## config.mk

```make
export PLATFORM = sky130hd
export DESIGN_NAME = ready_queue_dispatch_scheduler
export DESIGN_NICKNAME = d
export VERILOG_FILES = /design/src/rqds_pkg.sv /design/src/rqds_ram.sv /design/src/rqds_select.sv /design/src/ready_queue_dispatch_scheduler.sv
export VERILOG_INCLUDE_DIRS = /design/src /design/src/src
export SDC_FILE = /design/constraint.sdc
export NUM_CORES = 1
export LEC_CHECK = 0
export ABC_AREA = 1
export BUFFER_PORTS_ARGS = -buffer_cell sky130_fd_sc_hd__buf_4
export CAP_MARGIN = 20
export CORE_MARGIN = 2
export CORE_UTILIZATION = 50
export CTS_CLUSTER_SIZE = 20
export DETAILED_ROUTE_END_ITERATION = 12
export PLACE_DENSITY = 0.66
export SLEW_MARGIN = 25
export SYNTH_ARGS = -nofsm -noshare
export SYNTH_HDL_FRONTEND = slang
export SYNTH_SLANG_ARGS = --single-unit
```

## constraint.sdc

```tcl
create_clock -name clk -period 9.1 [get_ports clk]
set_input_delay 1.82 -clock clk [delete_from_list [all_inputs] [get_ports clk]]
set_output_delay 1.82 -clock clk [all_outputs]
set_load 0.03 [all_outputs]
```

## src/ready_queue_dispatch_scheduler_defines.svh

```systemverilog
// ----------------------------------------------------------------------------
// Ready queue dispatch scheduler assertion macros
// Concurrent assertion helpers clocked on clk and disabled while rst_n is low.
// ----------------------------------------------------------------------------
`ifndef READY_QUEUE_DISPATCH_SCHEDULER_DEFINES_SVH
`define READY_QUEUE_DISPATCH_SCHEDULER_DEFINES_SVH

`ifndef SYNTHESIS
`define RQDS_ASSERT_SAME(label, ante, cons) \
    label: assert property (@(posedge clk) disable iff (!rst_n) (ante) |-> (cons)) \
        else $error("rqds assertion failed");
`define RQDS_ASSERT_NEXT(label, ante, cons) \
    label: assert property (@(posedge clk) disable iff (!rst_n) (ante) |=> (cons)) \
        else $error("rqds assertion failed");
`else
`define RQDS_ASSERT_SAME(label, ante, cons)
`define RQDS_ASSERT_NEXT(label, ante, cons)
`endif

`endif

```

## src/rqds_pkg.sv

```systemverilog
// ----------------------------------------------------------------------------
// Ready queue dispatch scheduler package
// Shared constants, codes, entry layout and control structures.
// ----------------------------------------------------------------------------
package rqds_pkg;

    localparam int QUEUE_DEPTH = 16;
    localparam int IDX_W       = $clog2(QUEUE_DEPTH);
    localparam int CNT_W       = $clog2(QUEUE_DEPTH + 1);

    localparam logic [15:0] SELECT_LIMIT  = 16'd100;
    localparam logic [7:0]  QUANTUM_RESET = 8'd5;
    localparam logic [4:0]  CORES_RESET   = 5'd1;

    localparam logic       KIND_ENQUEUE  = 1'b0;
    localparam logic       KIND_DISPATCH = 1'b1;

    localparam logic [1:0] REG_POLICY  = 2'd0;
    localparam logic [1:0] REG_QUANTUM = 2'd1;
    localparam logic [1:0] REG_CORES   = 2'd2;

    typedef enum logic [1:0] {
        POL_ROUND_ROBIN = 2'd0,
        POL_SHORTEST    = 2'd1,
        POL_PRIORITY    = 2'd2,
        POL_RESERVED    = 2'd3
    } policy_t;

    typedef enum logic [2:0] {
        ST_IDLE,
        ST_SCAN,
        ST_SCAN_END,
        ST_PICK,
        ST_MOVE,
        ST_FINISH
    } state_t;

    typedef struct packed {
        logic [7:0]  id;
        logic [15:0] burst;
        logic [6:0]  prio;
        logic [15:0] wait_cnt;
    } entry_t;

    typedef struct packed {
        logic             clear;
        logic             load;
        logic [IDX_W-1:0] index;
        policy_t          policy;
        logic             thr_ok;
        logic [15:0]      threshold;
    } scan_ctl_t;

endpackage

```

## src/rqds_ram.sv

```systemverilog
// ----------------------------------------------------------------------------
// Generic RAM
// One write port and one read port with registered read data.
// ----------------------------------------------------------------------------
module rqds_ram #(
    parameter int WIDTH = 8,
    parameter int DEPTH = 16
) (
    input  logic                     clk,
    input  logic                     we,
    input  logic [$clog2(DEPTH)-1:0] waddr,
    input  logic [WIDTH-1:0]         wdata,
    input  logic [$clog2(DEPTH)-1:0] raddr,
    output logic [WIDTH-1:0]         rdata
);

    logic [WIDTH-1:0] mem [DEPTH];
    logic [WIDTH-1:0] rdata_reg;

    always_ff @(posedge clk)
    begin
        if (we)
        begin
            mem[waddr] <= wdata;
        end
        rdata_reg <= mem[raddr];
    end

    assign rdata = rdata_reg;

endmodule

```

## src/rqds_select.sv

```systemverilog
// ----------------------------------------------------------------------------
// Ready queue selection unit
// Compares one entry per cycle against the running best and ages the entry.
// ----------------------------------------------------------------------------
module rqds_select (
    input  logic                             clk,
    input  logic                             rst_n,
    input  rqds_pkg::scan_ctl_t              ctl,
    input  rqds_pkg::entry_t                 entry,
    output rqds_pkg::entry_t                 aged,
    output logic [rqds_pkg::IDX_W-1:0]       sel_idx,
    output logic [7:0]                       sel_id,
    output logic [15:0]                      sel_burst
);
    import rqds_pkg::*;

    logic [15:0]      best_reg, best_next;
    logic [IDX_W-1:0] sel_idx_reg, sel_idx_next;
    logic [7:0]       sel_id_reg, sel_id_next;
    logic [15:0]      sel_burst_reg, sel_burst_next;
    logic             qualifies;
    logic [15:0]      key;
    logic             match;

    always_comb
    begin
        qualifies = 1'b0;
        key       = entry.burst;
        case (ctl.policy)
            POL_SHORTEST:
            begin
                key       = entry.burst;
                qualifies = entry.burst < best_reg;
            end
            POL_PRIORITY:
            begin
                key       = {9'd0, entry.prio};
                qualifies = {9'd0, entry.prio} <= best_reg;
            end
            default:
            begin
                qualifies = 1'b0;
            end
        endcase
    end

    always_comb
    begin
        best_next      = best_reg;
        sel_idx_next   = sel_idx_reg;
        sel_id_next    = sel_id_reg;
        sel_burst_next = sel_burst_reg;
        if (ctl.clear)
        begin
            best_next = SELECT_LIMIT;
        end
        else if (ctl.load)
        begin
            if (ctl.index == '0 || qualifies)
            begin
                sel_idx_next   = ctl.index;
                sel_id_next    = entry.id;
                sel_burst_next = entry.burst;
            end
            if (qualifies)
            begin
                best_next = key;
            end
        end
    end

    always_ff @(posedge clk or negedge rst_n)
    begin
        if (!rst_n)
        begin
            best_reg      <= SELECT_LIMIT;
            sel_idx_reg   <= '0;
            sel_id_reg    <= '0;
            sel_burst_reg <= '0;
        end
        else
        begin
            best_reg      <= best_next;
            sel_idx_reg   <= sel_idx_next;
            sel_id_reg    <= sel_id_next;
            sel_burst_reg <= sel_burst_next;
        end
    end

    assign match = ctl.thr_ok && (entry.wait_cnt == ctl.threshold);

    always_comb
    begin
        aged = entry;
        if (match)
        begin
            if (entry.prio > 7'd1)
            begin
                aged.prio     = entry.prio - 7'd1;
                aged.wait_cnt = 16'd1;
            end
        end
        else
        begin
            aged.wait_cnt = entry.wait_cnt + 16'd1;
        end
    end

    assign sel_idx   = sel_idx_reg;
    assign sel_id    = sel_id_reg;
    assign sel_burst = sel_burst_reg;

endmodule

```

## src/ready_queue_dispatch_scheduler.sv

```systemverilog
// Enqueue: busy stays low and the next command is taken at once.
// Dispatch: busy while the queued entries are scanned and later entries moved up,
// with the result strobed in the cycle after.
// The single read port of the entry RAM sets the pace: one entry per cycle is scanned,
// then later entries move up one place per cycle. An ignored dispatch leaves busy low.
// Reset (rst_n low, asynchronous) empties the queue and loads the register defaults.
// ----------------------------------------------------------------------------
// Ready queue dispatch scheduler
// Keeps ready processes in arrival order and dispatches one by the set policy.
// ----------------------------------------------------------------------------
`include "ready_queue_dispatch_scheduler_defines.svh"

module ready_queue_dispatch_scheduler (
    input  logic        clk,
    input  logic        rst_n,
    input  logic        psel,
    input  logic        penable,
    input  logic        pwrite,
    input  logic [3:0]  paddr,
    input  logic [31:0] pwdata,
    output logic [31:0] prdata,
    output logic        pready,
    input  logic        start,
    output logic        busy,
    input  logic        kind,
    input  logic [7:0]  proc_id,
    input  logic [15:0] burst_left,
    input  logic [6:0]  base_priority,
    input  logic        cores_busy,
    output logic        done,
    output logic [7:0]  chosen_id,
    output logic [15:0] slice,
    output logic [15:0] remainder,
    output logic        was_split
);
    import rqds_pkg::*;

    state_t           state_reg, state_next;
    logic [CNT_W-1:0] fill_reg, fill_next;
    logic [IDX_W-1:0] idx_reg, idx_next;
    logic             pend_reg, pend_next;
    logic [IDX_W-1:0] pidx_reg, pidx_next;
    logic             mv_pend_reg, mv_pend_next;
    logic [IDX_W-1:0] mv_dest_reg, mv_dest_next;
    logic [15:0]      thr_reg, thr_next;
    logic             thr_ok_reg, thr_ok_next;
    policy_t          policy_reg;
    logic [7:0]       quantum_reg;
    logic [4:0]       cores_reg;
    logic             done_reg, done_next;
    logic [7:0]       chosen_id_reg;
    logic [15:0]      slice_reg, remainder_reg;
    logic             was_split_reg;

    logic             cfg_write;
    logic             accept;
    logic             do_enqueue;
    logic             do_dispatch;
    logic             scan_last;
    logic             move_more;
    logic [12:0]      thr_prod;
    logic [15:0]      quantum_ext;
    logic             split;

    logic             ram_we;
    logic [IDX_W-1:0] ram_waddr;
    logic [IDX_W-1:0] ram_raddr;
    entry_t           ram_wdata;
    entry_t           ram_rdata;
    entry_t           new_entry;
    entry_t           aged;
    scan_ctl_t        scan_ctl;
    logic [IDX_W-1:0] sel_idx;
    logic [7:0]       sel_id;
    logic [15:0]      sel_burst;

    // Configuration port.
    assign pready    = 1'b1;
    assign cfg_write = psel && penable && pwrite && pready;

    always_ff @(posedge clk or negedge rst_n)
    begin
        if (!rst_n)
        begin
            policy_reg  <= POL_ROUND_ROBIN;
            quantum_reg <= QUANTUM_RESET;
            cores_reg   <= CORES_RESET;
        end
        else if (cfg_write)
        begin
            case (paddr[3:2])
                REG_POLICY:  policy_reg  <= policy_t'(pwdata[1:0]);
                REG_QUANTUM: quantum_reg <= pwdata[7:0];
                REG_CORES:   cores_reg   <= pwdata[4:0];
                default:     ;
            endcase
        end
    end

    always_comb
    begin
        case (paddr[3:2])
            REG_POLICY:  prdata = {30'd0, policy_reg};
            REG_QUANTUM: prdata = {24'd0, quantum_reg};
            REG_CORES:   prdata = {27'd0, cores_reg};
            default:     prdata = 32'd0;
        endcase
    end

    // Command decode.
    assign busy        = (state_reg != ST_IDLE);
    assign accept      = start && !busy;
    assign do_enqueue  = accept && (kind == KIND_ENQUEUE) && (fill_reg < CNT_W'(QUEUE_DEPTH));
    assign do_dispatch = accept && (kind == KIND_DISPATCH) && !cores_busy && (fill_reg != '0);
    assign scan_last   = (CNT_W'(idx_reg) == fill_reg - CNT_W'(1));
    assign move_more   = (CNT_W'(idx_reg) + CNT_W'(1) < fill_reg);
    assign thr_prod    = 13'(quantum_reg - 8'd1) * 13'(cores_reg);

    // Next state.
    always_comb
    begin
        state_next = state_reg;
        case (state_reg)
            ST_IDLE:
            begin
                if (do_dispatch)
                begin
                    state_next = ST_SCAN;
                end
            end
            ST_SCAN:
            begin
                if (scan_last)
                begin
                    state_next = ST_SCAN_END;
                end
            end
            ST_SCAN_END:
            begin
                state_next = ST_PICK;
            end
            ST_PICK:
            begin
                state_next = ST_MOVE;
            end
            ST_MOVE:
            begin
                if (!move_more)
                begin
                    state_next = ST_FINISH;
                end
            end
            ST_FINISH:
            begin
                state_next = ST_IDLE;
            end
            default:
            begin
                state_next = ST_IDLE;
            end
        endcase
    end

    // Sequencer outputs and datapath control.
    always_comb
    begin
        fill_next    = fill_reg;
        idx_next     = idx_reg;
        pend_next    = 1'b0;
        pidx_next    = pidx_reg;
        mv_pend_next = 1'b0;
        mv_dest_next = mv_dest_reg;
        thr_next     = thr_reg;
        thr_ok_next  = thr_ok_reg;
        done_next    = 1'b0;
        ram_raddr    = idx_reg;
        case (state_reg)
            ST_IDLE:
            begin
                idx_next    = '0;
                thr_next    = 16'(thr_prod);
                thr_ok_next = (quantum_reg != 8'd0);
                if (do_enqueue)
                begin
                    fill_next = fill_reg + CNT_W'(1);
                end
            end
            ST_SCAN:
            begin
                ram_raddr = idx_reg;
                pend_next = 1'b1;
                pidx_next = idx_reg;
                if (!scan_last)
                begin
                    idx_next = idx_reg + IDX_W'(1);
                end
            end
            ST_PICK:
            begin
                idx_next = sel_idx;
            end
            ST_MOVE:
            begin
                if (move_more)
                begin
                    ram_raddr    = idx_reg + IDX_W'(1);
                    mv_pend_next = 1'b1;
                    mv_dest_next = idx_reg;
                    idx_next     = idx_reg + IDX_W'(1);
                end
            end
            ST_FINISH:
            begin
                fill_next = fill_reg - CNT_W'(1);
                done_next = 1'b1;
            end
            default:
            begin
                fill_next = fill_reg;
            end
        endcase
    end

    always_ff @(posedge clk or negedge rst_n)
    begin
        if (!rst_n)
        begin
            state_reg   <= ST_IDLE;
            fill_reg    <= '0;
            idx_reg     <= '0;
            pend_reg    <= 1'b0;
            pidx_reg    <= '0;
            mv_pend_reg <= 1'b0;
            mv_dest_reg <= '0;
            thr_reg     <= '0;
            thr_ok_reg  <= 1'b0;
            done_reg    <= 1'b0;
        end
        else
        begin
            state_reg   <= state_next;
            fill_reg    <= fill_next;
            idx_reg     <= idx_next;
            pend_reg    <= pend_next;
            pidx_reg    <= pidx_next;
            mv_pend_reg <= mv_pend_next;
            mv_dest_reg <= mv_dest_next;
            thr_reg     <= thr_next;
            thr_ok_reg  <= thr_ok_next;
            done_reg    <= done_next;
        end
    end

    // Entry storage.
    assign new_entry = '{id: proc_id, burst: burst_left, prio: base_priority, wait_cnt: 16'd0};

    always_comb
    begin
        ram_we    = 1'b0;
        ram_waddr = fill_reg[IDX_W-1:0];
        ram_wdata = new_entry;
        if (mv_pend_reg)
        begin
            ram_we    = 1'b1;
            ram_waddr = mv_dest_reg;
            ram_wdata = ram_rdata;
        end
        else if (pend_reg)
        begin
            ram_we    = (policy_reg == POL_PRIORITY);
            ram_waddr = pidx_reg;
            ram_wdata = aged;
        end
        else if (do_enqueue)
        begin
            ram_we = 1'b1;
        end
    end

    rqds_ram #(
        .WIDTH ($bits(entry_t)),
        .DEPTH (QUEUE_DEPTH)
    ) u_entry_ram (
        .clk   (clk),
        .we    (ram_we),
        .waddr (ram_waddr),
        .wdata (ram_wdata),
        .raddr (ram_raddr),
        .rdata (ram_rdata)
    );

    assign scan_ctl = '{
        clear:     do_dispatch,
        load:      pend_reg,
        index:     pidx_reg,
        policy:    policy_reg,
        thr_ok:    thr_ok_reg,
        threshold: thr_reg
    };

    rqds_select u_select (
        .clk       (clk),
        .rst_n     (rst_n),
        .ctl       (scan_ctl),
        .entry     (ram_rdata),
        .aged      (aged),
        .sel_idx   (sel_idx),
        .sel_id    (sel_id),
        .sel_burst (sel_burst)
    );

    // Result word.
    assign quantum_ext = {8'd0, quantum_reg};
    assign split       = sel_burst > quantum_ext;

    always_ff @(posedge clk)
    begin
        if (state_reg == ST_FINISH)
        begin
            chosen_id_reg <= sel_id;
            slice_reg     <= split ? quantum_ext : sel_burst;
            remainder_reg <= split ? (sel_burst - quantum_ext) : 16'd0;
            was_split_reg <= split;
        end
    end

    assign done      = done_reg;
    assign chosen_id = chosen_id_reg;
    assign slice     = slice_reg;
    assign remainder = remainder_reg;
    assign was_split = was_split_reg;

    `RQDS_ASSERT_NEXT(a_done_after_finish, state_reg == ST_FINISH, done_reg)
    `RQDS_ASSERT_SAME(a_fill_bound, 1'b1, fill_reg <= CNT_W'(QUEUE_DEPTH))
    `RQDS_ASSERT_SAME(a_fill_drops_on_done, done_reg, fill_reg == $past(fill_reg) - CNT_W'(1))
    `RQDS_ASSERT_SAME(a_sel_in_queue, state_reg == ST_MOVE, CNT_W'(sel_idx) < fill_reg)

endmodule
```

==> flow_summary.ini <==
[cts]
clk_latency_ns = 0.67
cts_root_buf = clkbuf_16
cts_resized = 0
clock_path_buffers = 3
post_cts_buffers = 0
numCtsBuffers = 94
cts_max_level = 3
path_clk_slew_ns = 0.06
cts_hold_buf = 0
cts_sinks = 936
tritoncts = yes

[synth]
ys_seq_area_share_pct = 62.75
ys.warnings.count = 0
ys_async_sr_fraction_pct = 10.26
syn-cell-area_um2 = 43290
synth_cell_types = 54
ys.flop_type = edfxtp_1
syn_inst = 4350
synth_edf_count = 793
avgSynthCellArea_um2 = 9.951
synth_seq_cells = 936

[power_and_ir_drop]
power_density_nw_per_um2 = 202.9
power_mw = 9.727
ir_drop_v = 0.0001410
p_leak_nw = 19.91

[setup_path]
crit_fanout = 140
critical_path_buf_inv_count = 2
cpMostUsedCell = nand2_1
critPathTopFamily = simple AND/OR/NAND/NOR gates
worstPathRequired_ns = 9.70
cp_slowest_cell = nand2_8
critPathMaxStageDelay_ns = 1.00
worstSetupStartpointType = flip-flop
crit_type = flip-flop to flip-flop
crit_arrival_ns = 5.58
cp-end-kind = flip-flop
path_cells = ha_1 > xor2_1 > ha_1 > nand2_1 > nand2_1 > a21oi_1 > nand4_1 > nand2_8 > buf_4 > buf_12 > nand2_1 > nand2_1 > nand2_1 > nand3_1 > nand3_1 > nand2_1

[route]
ant_nets = 0
route.detailed.drc = 0
via_count = 30855
wire_per_inst_um = 19.93
detail_route.iter0.violations = 3047
first_pass_iters = 7
viasPerCell = 5.504
wl_um = 111700

[finish]
finalNetCount = 4547
area_growth_pct = 10.77
drive_gt1_share_pct = 8.003
fin_area_um2 = 47950
largest_register_ffs = 752
fin_util_pct = 56.14
final_cells = 5606
fillerInstances = 7267

[placement]
dpl-instance-area_um2 = 44890
io_buffer_count = 99
dp_hpwl_um = 59520
dp.cells = 5428
gp_congestion = 0.9135
dp_slack_ns = 4.025

[die]
rows = 107
die_h_um = 298.2
ios = 151
start_util_pct = 50.68
die_w_um = 298.2
die_area_um2 = 88940
core_um2 = 85410

[sta]
worst_pin_slew_ns = 1.086
setup_viol = 0
drv_slew = 0
setup_slack_ns = 4.120
fin_skew_ns = 0.02790
finalCriticalPeriod_ns = 4.980
finalHoldViolations = 0
hold_ws_ns = 0.4501
relSlewSlack_pct = 27.60
fmax_mhz = 200.8
setup_tns_ns = 0
post-route-period-util_pct = 54.72
rsz0062_at_grt = no

[grt]
antenna_found_initial = 2
grt.overflow.total = 0
grt_max_degree = 200
grt_pass1_vias = 29071
grtUsageTotal_pct = 24.88
grt_first_pass_wirelength_um = 170200

[run]
max_cap_violations = 0

[status]
status = finished clean

[hold_path]
worstHoldPathType = flip-flop to flip-flop
power breakdown:
group	switching, mW	internal (mW)
clock	1.62	2.17
sequential	0.0925	4.76
combinational	0.685	0.396
final cells by class:
class,instances,area (um^2),area share [%]
inverters,389,1468,3.061
multi-input cells,2798,13570,28.30
repair buffers,161,1275,2.659
clock buffers,144,2733,5.699
flip-flops and latches,936,27160,56.65
diodes,1,2.502,0.005219
clock inverters,33,305.3,0.6367
well taps,1144,1431,2.985
worst paths after layout:
path                               startpoint  depth (start not counted)  slack [ns]               endpoint
max                                idx_reg[0]                         16        4.12  u_entry_ram.rdata[27]
min                        u_select.sel_id[6]                          0        0.45           chosen_id[6]
max reg2reg                        idx_reg[0]                         16        4.12  u_entry_ram.rdata[27]
min reg2reg                u_select.sel_id[6]                          0        0.45           chosen_id[6]
max in group asynchronous               rst_n                          2        7.02  u_select.sel_burst[4]
min in group asynchronous               rst_n                          1        1.07           cores_reg[3]
layout by cell type, fill, tap and decap left out, types with 4 or more instances in the layout:
master and instances:
a21o_1 4, a21oi_1 45, a22oi_1 9, a31oi_1 4
buf_12 5, buf_4 155, clkbuf_1 33, clkbuf_16 96
clkbuf_8 15, clkinv_1 14, clkinv_2 14, conb_1 33
dfrtp_1 90, dfstp_2 6, dfxtp_1 47, edfxtp_1 793
fa_1 26, ha_1 66, inv_1 376, inv_2 7
nand2_1 1359, nand3_1 849, nand4_1 33, nor2_1 121
nor2_2 4, nor2_4 17, nor3_1 29, o21ai_0 94
o21ai_1 7, or2_2 8, xnor2_1 12, xor2_1 34
worst register-to-register path: cells and delay by family, from the launching register on:
kind	cells	cell delay (ns)
AOI/OAI and AO/OA	1	0.27
xor gates and xnor gates	1	0.25
adders and majority gates	2	0.52
buffers and inverters	2	1.05
DFF	1	0.50
and+or+nand+nor	10	2.35
synth_stat cells (3+ instances only):
| cell | instances | share of area (%) |
|---|---|---|
| a21o_1 | 4 | 0.069 |
| a21oi_1 | 45 | 0.52 |
| a22oi_1 | 9 | 0.16 |
| a31oi_1 | 4 | 0.058 |
| buf_1 | 25 | 0.22 |
| buf_2 | 129 | 1.5 |
| buf_4 | 51 | 0.88 |
| buf_6 | 7 | 0.18 |
| clkbuf_1 | 44 | 0.38 |
| clkinv_1 | 5 | 0.043 |
| dfrtp_1 | 90 | 5.2 |
| dfstp_2 | 6 | 0.36 |
| dfxtp_1 | 47 | 2.2 |
| edfxtp_1 | 793 | 55 |
| fa_1 | 26 | 1.2 |
| ha_1 | 66 | 1.9 |
| inv_1 | 376 | 3.3 |
| inv_2 | 8 | 0.069 |
| nand2_1 | 1362 | 12 |
| nand3_1 | 849 | 9.8 |
| nand3_2 | 3 | 0.069 |
| nand4_1 | 33 | 0.48 |
| nor2_1 | 136 | 1.2 |
| nor2_2 | 5 | 0.072 |
| nor3_1 | 30 | 0.35 |
| nor4_1 | 4 | 0.058 |
| o211ai_1 | 3 | 0.052 |
| o21ai_0 | 95 | 1.1 |
| o21ai_1 | 7 | 0.081 |
| o21bai_1 | 3 | 0.052 |
| o221ai_1 | 3 | 0.061 |
| o22ai_1 | 5 | 0.072 |
| or2_2 | 8 | 0.12 |
| xnor2_1 | 12 | 0.24 |
| xor2_1 | 34 | 0.69 |
routing by layer:
layer  global-route usage [%]  up-vias  part of all wire (%)
li1                         -    14636                     -
met1                    33.86    14768                    42
met2                    41.40     1250                    48
met3                    3.413      197                   7.9
met4                    8.052        4                   2.6
met5                        0        -                 0.021
logic make-up after synthesis:
logic type | Yosys count | synth area share, %
DFF | 936 | 62.75
buffers and inverters | 647 | 6.593
adders and majority gates | 92 | 3.110
AOI/OAI and AO/OA | 183 | 2.312
xor gates and xnor gates | 46 | 0.9307
other | 2 | 0.01735
and+or+nand+nor | 2444 | 24.29
Note: power is estimated with default switching activity, not from simulation.
